File: src/rtl/bpmc_pkg.sv
// shared types, mode codes and register indexes for the battery pack mode controller
`timescale 1ns / 1ps

package bpmc_pkg;

	localparam int DWELL_W = 12;
	localparam int MODE_W  = 4;
	localparam int CFG_IDX_W  = 3;
	localparam int CFG_DATA_W = 16;

	localparam int INIT_TICKS_DEF = 15;

	// mode codes
	localparam logic [MODE_W-1:0] MODE_INIT      = 4'd0;
	localparam logic [MODE_W-1:0] MODE_IDLE      = 4'd1;
	localparam logic [MODE_W-1:0] MODE_PRECHARGE = 4'd2;
	localparam logic [MODE_W-1:0] MODE_RUN       = 4'd3;
	localparam logic [MODE_W-1:0] MODE_STOP      = 4'd4;
	localparam logic [MODE_W-1:0] MODE_SLEEP     = 4'd5;
	localparam logic [MODE_W-1:0] MODE_NFAULT    = 4'd6;
	localparam logic [MODE_W-1:0] MODE_SFAULT    = 4'd7;
	localparam logic [MODE_W-1:0] MODE_CHARGING  = 4'd8;
	localparam logic [MODE_W-1:0] MODE_CHARGED   = 4'd9;

	// configuration register indexes
	localparam logic [CFG_IDX_W-1:0] REG_SEV_VOLT   = 3'd0;
	localparam logic [CFG_IDX_W-1:0] REG_SEV_CURR   = 3'd1;
	localparam logic [CFG_IDX_W-1:0] REG_SEV_TEMP   = 3'd2;
	localparam logic [CFG_IDX_W-1:0] REG_NRM_VOLT   = 3'd3;
	localparam logic [CFG_IDX_W-1:0] REG_NRM_CURR   = 3'd4;
	localparam logic [CFG_IDX_W-1:0] REG_NRM_TEMP   = 3'd5;
	localparam logic [CFG_IDX_W-1:0] REG_FULL_VOLT  = 3'd6;
	localparam logic [CFG_IDX_W-1:0] REG_PRECH_TICK = 3'd7;

	// configuration reset values
	localparam logic [15:0] SEV_VOLT_RST   = 16'd65535;
	localparam logic [15:0] SEV_CURR_RST   = 16'd32767;
	localparam logic [7:0]  SEV_TEMP_RST   = 8'd127;
	localparam logic [15:0] NRM_VOLT_RST   = 16'd65535;
	localparam logic [15:0] NRM_CURR_RST   = 16'd32767;
	localparam logic [7:0]  NRM_TEMP_RST   = 8'd127;
	localparam logic [15:0] FULL_VOLT_RST  = 16'd51600;
	localparam logic [DWELL_W-1:0] PRECH_TICK_RST = 12'd15;

	typedef struct packed {
		logic               start_req;
		logic               charge_req;
		logic               stop_req;
		logic               reset_req;
		logic        [15:0] pack_voltage_mv;
		logic signed [15:0] pack_current_ma;
		logic signed [7:0]  pack_temp_c;
	} in_item_t;

	typedef struct packed {
		logic [MODE_W-1:0] mode;
		logic              contactor_on;
		logic              mode_changed;
	} out_item_t;

	typedef struct packed {
		logic        [15:0] volt;
		logic signed [15:0] curr;
		logic signed [7:0]  temp;
	} limits_t;

	typedef struct packed {
		logic severe;
		logic normal;
	} fault_t;

endpackage

File: src/rtl/bpmc_fault_chk.sv
// compares one set of pack measurements against the severe and normal limits
`timescale 1ns / 1ps

module bpmc_fault_chk
	import bpmc_pkg::*;
(
	input  in_item_t item,
	input  limits_t  severe_lim,
	input  limits_t  normal_lim,
	output fault_t   fault
);

	always_comb begin
		fault.severe = (item.pack_voltage_mv > severe_lim.volt)
			|| ($signed(item.pack_current_ma) > $signed(severe_lim.curr))
			|| ($signed(item.pack_temp_c) > $signed(severe_lim.temp));
		fault.normal = (item.pack_voltage_mv > normal_lim.volt)
			|| ($signed(item.pack_current_ma) > $signed(normal_lim.curr))
			|| ($signed(item.pack_temp_c) > $signed(normal_lim.temp));
	end

endmodule

File: src/rtl/bpmc_mode_step.sv
// next mode, contactor drive and dwell count for one control tick
`timescale 1ns / 1ps

module bpmc_mode_step
	import bpmc_pkg::*;
#(
	parameter int INIT_TICKS = INIT_TICKS_DEF
) (
	input  logic [MODE_W-1:0]  mode_prev,
	input  logic               contactor_prev,
	input  logic [DWELL_W-1:0] dwell_prev,
	input  in_item_t           item,
	input  fault_t             fault,
	input  logic [15:0]        full_charge_voltage,
	input  logic [DWELL_W-1:0] precharge_ticks,
	output logic [MODE_W-1:0]  mode_next,
	output logic               contactor_next,
	output logic [DWELL_W-1:0] dwell_next
);

	localparam logic [DWELL_W-1:0] INIT_LIMIT = DWELL_W'(INIT_TICKS);

	logic [DWELL_W:0]   cnt;
	logic [DWELL_W-1:0] limit;
	logic [DWELL_W-1:0] dwell_keep;
	logic [MODE_W-1:0]  stepped;

	assign cnt   = {1'b0, dwell_prev} + {{DWELL_W{1'b0}}, 1'b1};
	assign limit = (mode_prev == MODE_INIT) ? INIT_LIMIT : precharge_ticks;

	always_comb begin
		stepped        = mode_prev;
		contactor_next = contactor_prev;
		dwell_keep     = '0;
		unique case (mode_prev) inside
			MODE_INIT, MODE_PRECHARGE: begin
				if (cnt >= {1'b0, limit}) begin
					stepped = (mode_prev == MODE_INIT) ? MODE_IDLE : MODE_RUN;
				end else begin
					dwell_keep = cnt[DWELL_W-1:0];
				end
			end
			MODE_IDLE: begin
				contactor_next = 1'b0;
				if (item.start_req) begin
					stepped = MODE_PRECHARGE;
				end else if (item.charge_req) begin
					stepped = MODE_CHARGING;
				end else if (item.stop_req) begin
					stepped = MODE_SLEEP;
				end
			end
			MODE_RUN: begin
				contactor_next = 1'b1;
				if (item.stop_req) begin
					stepped = MODE_STOP;
				end
			end
			MODE_STOP, MODE_NFAULT, MODE_CHARGED: begin
				contactor_next = 1'b0;
				if (item.reset_req) begin
					stepped = MODE_IDLE;
				end
			end
			MODE_SLEEP: begin
				if (item.reset_req) begin
					stepped = MODE_IDLE;
				end
			end
			MODE_SFAULT: begin
				contactor_next = 1'b0;
			end
			MODE_CHARGING: begin
				contactor_next = 1'b1;
				if (item.pack_voltage_mv > full_charge_voltage) begin
					stepped = MODE_CHARGED;
				end
			end
			default: begin
				// unused codes fall back to idle
				contactor_next = 1'b0;
				stepped        = MODE_IDLE;
			end
		endcase
	end

	// measurements are ignored while sleeping; severe fault is never downgraded
	always_comb begin
		mode_next = stepped;
		if (mode_prev != MODE_SLEEP) begin
			if (fault.severe) begin
				mode_next = MODE_SFAULT;
			end else if (fault.normal && (stepped != MODE_SFAULT)) begin
				mode_next = MODE_NFAULT;
			end
		end
	end

	assign dwell_next = (mode_next != mode_prev) ? '0 : dwell_keep;

endmodule

File: src/rtl/battery_pack_mode_controller.sv
// top level of the battery pack mode controller: registers, handshakes and configuration
`timescale 1ns / 1ps

//  channel   | handshake                 | payload
//  ----------+---------------------------+---------------------------------
//  item      | item_valid / item_ready   | in_item_t: pins and measurements
//  result    | result_valid / result_ready | out_item_t: mode, contactor, change
//  config    | cfg_we                    | cfg_index, cfg_data
//
// one tick per cycle unless the result side stalls: an item waits in the input
// register, the mode step and limit compares run on it there and the result lands in
// the output register, raising result_valid, as the item leaves the input register.
// the input register refills while a result waits, so a stalled output holds
// at most two items. reset puts the mode in init, contactor open, dwell zero
// and all limits at their defaults.

module battery_pack_mode_controller
	import bpmc_pkg::*;
#(
	parameter int INIT_TICKS = INIT_TICKS_DEF
) (
	input  logic                  clk,
	input  logic                  arst_n,
	input  logic                  item_valid,
	output logic                  item_ready,
	input  in_item_t              item,
	output logic                  result_valid,
	input  logic                  result_ready,
	output out_item_t             result,
	input  logic                  cfg_we,
	input  logic [CFG_IDX_W-1:0]  cfg_index,
	input  logic [CFG_DATA_W-1:0] cfg_data
);

	// configuration registers
	limits_t            severe_lim_q;
	limits_t            normal_lim_q;
	logic [15:0]        full_volt_q;
	logic [DWELL_W-1:0] prech_ticks_q;

	// control state
	logic [MODE_W-1:0]  mode_q;
	logic               contactor_q;
	logic [DWELL_W-1:0] dwell_q;

	// input stage
	logic     valid_s1;
	in_item_t item_s1;

	// output register
	logic      result_valid_q;
	out_item_t result_q;

	// step results
	fault_t             fault;
	logic [MODE_W-1:0]  mode_next;
	logic               contactor_next;
	logic [DWELL_W-1:0] dwell_next;

	logic advance;

	// the stage moves on when the output register is free or being emptied
	assign advance    = valid_s1 && (!result_valid_q || result_ready);
	assign item_ready = !valid_s1 || advance;

	assign result_valid = result_valid_q;
	assign result       = result_q;

	always_ff @(posedge clk or negedge arst_n) begin
		if (!arst_n) begin
			severe_lim_q.volt <= SEV_VOLT_RST;
			severe_lim_q.curr <= SEV_CURR_RST;
			severe_lim_q.temp <= SEV_TEMP_RST;
			normal_lim_q.volt <= NRM_VOLT_RST;
			normal_lim_q.curr <= NRM_CURR_RST;
			normal_lim_q.temp <= NRM_TEMP_RST;
			full_volt_q       <= FULL_VOLT_RST;
			prech_ticks_q     <= PRECH_TICK_RST;
		end else if (cfg_we) begin
			unique case (cfg_index)
				REG_SEV_VOLT:   severe_lim_q.volt <= cfg_data;
				REG_SEV_CURR:   severe_lim_q.curr <= cfg_data;
				REG_SEV_TEMP:   severe_lim_q.temp <= cfg_data[7:0];
				REG_NRM_VOLT:   normal_lim_q.volt <= cfg_data;
				REG_NRM_CURR:   normal_lim_q.curr <= cfg_data;
				REG_NRM_TEMP:   normal_lim_q.temp <= cfg_data[7:0];
				REG_FULL_VOLT:  full_volt_q       <= cfg_data;
				REG_PRECH_TICK: prech_ticks_q     <= cfg_data[DWELL_W-1:0];
				default: ;
			endcase
		end
	end

	// input register
	always_ff @(posedge clk or negedge arst_n) begin
		if (!arst_n) begin
			valid_s1 <= 1'b0;
		end else if (item_ready) begin
			valid_s1 <= item_valid;
		end
	end

	always_ff @(posedge clk) begin
		if (item_ready && item_valid) begin
			item_s1 <= item;
		end
	end

	bpmc_fault_chk u_fault_chk (
		.item       (item_s1),
		.severe_lim (severe_lim_q),
		.normal_lim (normal_lim_q),
		.fault      (fault)
	);

	bpmc_mode_step #(
		.INIT_TICKS (INIT_TICKS)
	) u_mode_step (
		.mode_prev           (mode_q),
		.contactor_prev      (contactor_q),
		.dwell_prev          (dwell_q),
		.item                (item_s1),
		.fault               (fault),
		.full_charge_voltage (full_volt_q),
		.precharge_ticks     (prech_ticks_q),
		.mode_next           (mode_next),
		.contactor_next      (contactor_next),
		.dwell_next          (dwell_next)
	);

	// state moves only when a tick leaves the input stage
	always_ff @(posedge clk or negedge arst_n) begin
		if (!arst_n) begin
			mode_q      <= MODE_INIT;
			contactor_q <= 1'b0;
			dwell_q     <= '0;
		end else if (advance) begin
			mode_q      <= mode_next;
			contactor_q <= contactor_next;
			dwell_q     <= dwell_next;
		end
	end

	// output register
	always_ff @(posedge clk or negedge arst_n) begin
		if (!arst_n) begin
			result_valid_q <= 1'b0;
		end else if (advance) begin
			result_valid_q <= 1'b1;
		end else if (result_ready) begin
			result_valid_q <= 1'b0;
		end
	end

	always_ff @(posedge clk) begin
		if (advance) begin
			result_q.mode         <= mode_next;
			result_q.contactor_on <= contactor_next;
			result_q.mode_changed <= (mode_next != mode_q);
		end
	end

endmodule

File: config.mk
export PLATFORM = sky130hd
export DESIGN_NAME = battery_pack_mode_controller
export DESIGN_NICKNAME = d
export VERILOG_FILES = /design/src/rtl/bpmc_pkg.sv /design/src/rtl/bpmc_fault_chk.sv /design/src/rtl/bpmc_mode_step.sv /design/src/rtl/battery_pack_mode_controller.sv
export SDC_FILE = /design/constraint.sdc
export NUM_CORES = 1
export LEC_CHECK = 0
export BUFFER_PORTS_ARGS = -buffer_cell sky130_fd_sc_hd__buf_2
export CORE_AREA = 2 2 184 186
export DETAILED_ROUTE_END_ITERATION = 10
export DIE_AREA = 0 0 186 188
export HOLD_SLACK_MARGIN = 0.06
export PLACE_DENSITY_LB_ADDON = 0.1
export REMOVE_ABC_BUFFERS = 1
export SYNTH_ARGS = -nofsm -noshare
export SYNTH_HDL_FRONTEND = slang
export SYNTH_HIERARCHICAL = 1
export SYNTH_SLANG_ARGS = --single-unit
File: constraint.sdc
create_clock -name clk -period 4.6 [get_ports clk]
set_input_delay 0.92 -clock clk [delete_from_list [all_inputs] [get_ports clk]]
set_output_delay 0.92 -clock clk [all_outputs]
set_load 0.005 [all_outputs]
==> key figures <==
STA
  – Fmax: 0.269 GHz
  – Hold Fails Final Rpt: 0
  – Clock skew: 0.00822 ns
  – Slew @ Worst Pin: 0.977 ns
  – Final setup vio count: 0
  – Min Tclk post-route: 3.72 ns
  – Unrepaired setup endpoints after global routing: false
  – Pins over their slew limit: 0
  – Fin crit share: 0.809
  – Final setup TNS: 0 ns
  – Final WS setup: 0.881 ns
  – Slew headroom: 0.348

Die
  – Die area: 35,000 µm²
  – Core Area: 33,100 µm²
  – I/O pin count: 76
  – Starting Density: 0.295
  – Die Y-Extent: 188 µm
  – Die X: 186 µm
  – Row count: 67

Setup path
  – Flop2flop setup slack: 0.88 ns
  – Worst path cell trace: inv_1 > ha_1 > a21o_1 > a21o_1 > a21oi_2 > o21ai_1 > or4b_1 > a221o_1 > o21ai_0 > inv_1 > or3b_4 > and2b_2 > mux2_2
  – Worst EP arrival: 4.09 ns
  – Max stage delay on crit path: 0.53 ns
  – Kind of critical path: flip-flop to flip-flop
  – Critical Path Source Type: flip-flop
  – Critical Path Start: normal_lim_q[17]
  – R2r worst-path depth: 13
  – Worst reg2reg path endpoint: dwell_q[2]
  – Slowest CP cell: dfstp_2
  – Crit. End Element: flip-flop
  – CP Max Fanout: 12
  – Critical Path RT: 4.98 ns
  – Worst r2r src: normal_lim_q[17]

Yosys
  – Synth top area share: 0.231
  – Most common cell in the netlist: mux2_2
  – Mapped Area: 9780 µm²
  – #FFs+latches synth: 177
  – Number of synthesized flops with an enable pin: 50
  – Synth area leaders: dfstp_2 (23%), edfxtp_1 (15%), mux2_2 (14%)
  – Ys Warns: 6
  – Cell count after synthesis: 797
  – Ys flop type: dfstp_2
  – Netlist cell types: 63
  – Post-synth top cells: mux2_2 (125), ha_1 (109), inv_1 (102)
  – Async S/R FF share, synth: 0.718
  – Seq/Total Area, Yosys: 0.490
  – Leading area contributor after synthesis: dfstp_2
  – Mean Syn Cell Area: 12.3 µm²

Finish
  – Number of diodes: 0
  – Area Overhead vs Synth: 14.8%
  – Layout cells sized above 1: 0.392
  – # nets final: 1,057
  – FILL cells: 3,371

Route
  – Vias/cell: 4.50
  – Post-Route WL: 22.7 mm
  – DRT iter0 DRCs: 194
  – Wire per inst: 16.9 µm
  – Post-route DRC: 0
  – Via count: 6,031
  – Routed Antenna Nets: 0
  – First-pass DRT Iterations: 4

Clock network
  – H-tree depth: 4
  – Cts bufs inserted: 17
  – Cts repair resizes: 0
  – Clock sink total: 177
  – CTS tree: built
  – Clock slew at reported path FFs: 0.07 ns
  – CTS hold repair buffers: 0
  – Clk buf depth: 2
  – Worst-skew pair later-pin latency: 0.44 ns
  – Root buffer cell: clkbuf_16
  – Post-CTS setup buffers: 0

Global routing
  – Largest net degree at the start of global routing: 71
  – Global Route Usage Sum: 0.138
  – Number of global-route vias before repair: 6,245
  – Total grt overflow: 0
  – Initial antenna violation count: 0
  – First-pass GRT wire length: 36.1 mm

Place
  – I/O Buffers: 75
  – DP HPWL: 16.7 mm
  – Place WS: 0.912 ns
  – Gpl congestion: 0.735

Min path
  – Hold EP: result_valid
  – Hold depth: 1
  – Min-Delay Startpoint: valid_s1
  – Min-delay worst type: flip-flop to flip-flop

Pwr
  – Maximum vdd drop: 0.272 mV
  – Pwr per Cell Area: 403 nW/µm²
  – Leakage: 0.00495 µW

Status
  – Outcome: finished, final reports clean

Run
  – Max-Cap Viols: 0
how the worst max path moves through the flow:
| stage | endpoint | slack [ns] | cells after the start |
|---|---|---|---|
| after floorplan | dwell_q[11] | 1.27 | 13 |
| after global placement | dwell_q[2] | 0.99 | 13 |
| after detailed placement | dwell_q[2] | 0.91 | 13 |
| after CTS | dwell_q[2] | 0.89 | 13 |
| after global routing | dwell_q[11] | 0.70 | 13 |
| final | dwell_q[2] | 0.88 | 13 |
layout by cell type (no fill, tap or decap), types with 20 or more instances in the layout:
cell type | Yosys | final
mux2_2 | 125 | 125
ha_1 | 109 | 109
inv_1 | 102 | 102
dfstp_2 | 86 | 86
buf_2 | 6 | 74
edfxtp_1 | 50 | 50
dfrtp_1 | 41 | 41
a21oi_1 | 38 | 38
nand2_1 | 35 | 35
nand4_1 | 20 | 20
nor2_1 | 20 | 20
worst max-delay path, delay by kind of cell, from the launching register on:
family                     cells  cell delay (ns)
and+or+nand+nor                3             1.29
AOI/OAI and AO/OA              6             1.28
DFF                            1             0.53
adders and majority gates      1             0.28
buffers and inverters          2             0.14
muxes                          1             0.13
through the flow:
step / instance area, µm² / cells / total power [µW] / hold slack [ns] / utilization
after floorplan: 9670 / 781 / 2780 / 0.457 / -
after global placement: 10600 / 1309 / 3090 / 0.467 / 0.321
after detailed placement: 10600 / 1309 / 3100 / 0.474 / 0.321
after CTS: 11200 / 1341 / 4610 / 0.487 / 0.339
after global routing: 11200 / 1341 / 4830 / 0.515 / 0.339
final: 11200 / 1341 / 4530 / 0.481 / 0.339
report_power, final:
group / switching (µW) / internal (µW) / leakage, µW / total (µW)
Sequential: 128 / 1980 / 0.00188 / 2110
Combinational: 487 / 456 / 0.00278 / 943
Clock: 668 / 804 / 0.000293 / 1470
Total: 1280 / 3240 / 0.00495 / 4530
area by class of cell:
| cell class | instances | area (µm²) | share of cell area |
|---|---|---|---|
| inverter | 103 | 387 | 0.0344 |
| sequential | 177 | 4790 | 0.426 |
| clock buffer | 20 | 468 | 0.0417 |
| clock inverter | 12 | 116 | 0.0104 |
| multi-input combinational | 501 | 4490 | 0.400 |
| timing repair buffer | 80 | 415 | 0.0370 |
| tap | 448 | 561 | 0.0499 |
state kept, by name, summed over array words and instances, names as in the netlist:
register and cells:
dwell_q 12, prech_ticks_q 12, severe_lim_q 40, valid_s1 1, result 6, item_s1 44
result_valid 1, mode_q 4, full_volt_q 16, normal_lim_q 40, contactor_q 1
metal layers:
metal / vias up / wire length (µm) / global-route usage
met4: 0 / 199 / 0.0336
met1: 2948 / 11100 / 0.188
met3: 9 / 591 / 0.0282
met5: - / 0 / 0
li1: 3013 / - / -
met2: 61 / 10800 / 0.224
cells by family (layout without fill, tap and decap cells):
kind of cell | count (synthesis) | count (layout) | synth area share
flip-flops | 177 | 177 | 0.490
AND/OR/NAND/NOR | 150 | 150 | 0.0934
multiplexers | 125 | 125 | 0.144
buffers and inverters | 119 | 215 | 0.0511
adder cells (fa/ha/maj) | 109 | 109 | 0.139
AO/OA/AOI/OAI | 103 | 103 | 0.0700
XOR/XNOR | 14 | 14 | 0.0125
No activity file was read; power rests on OpenSTA's default activity.
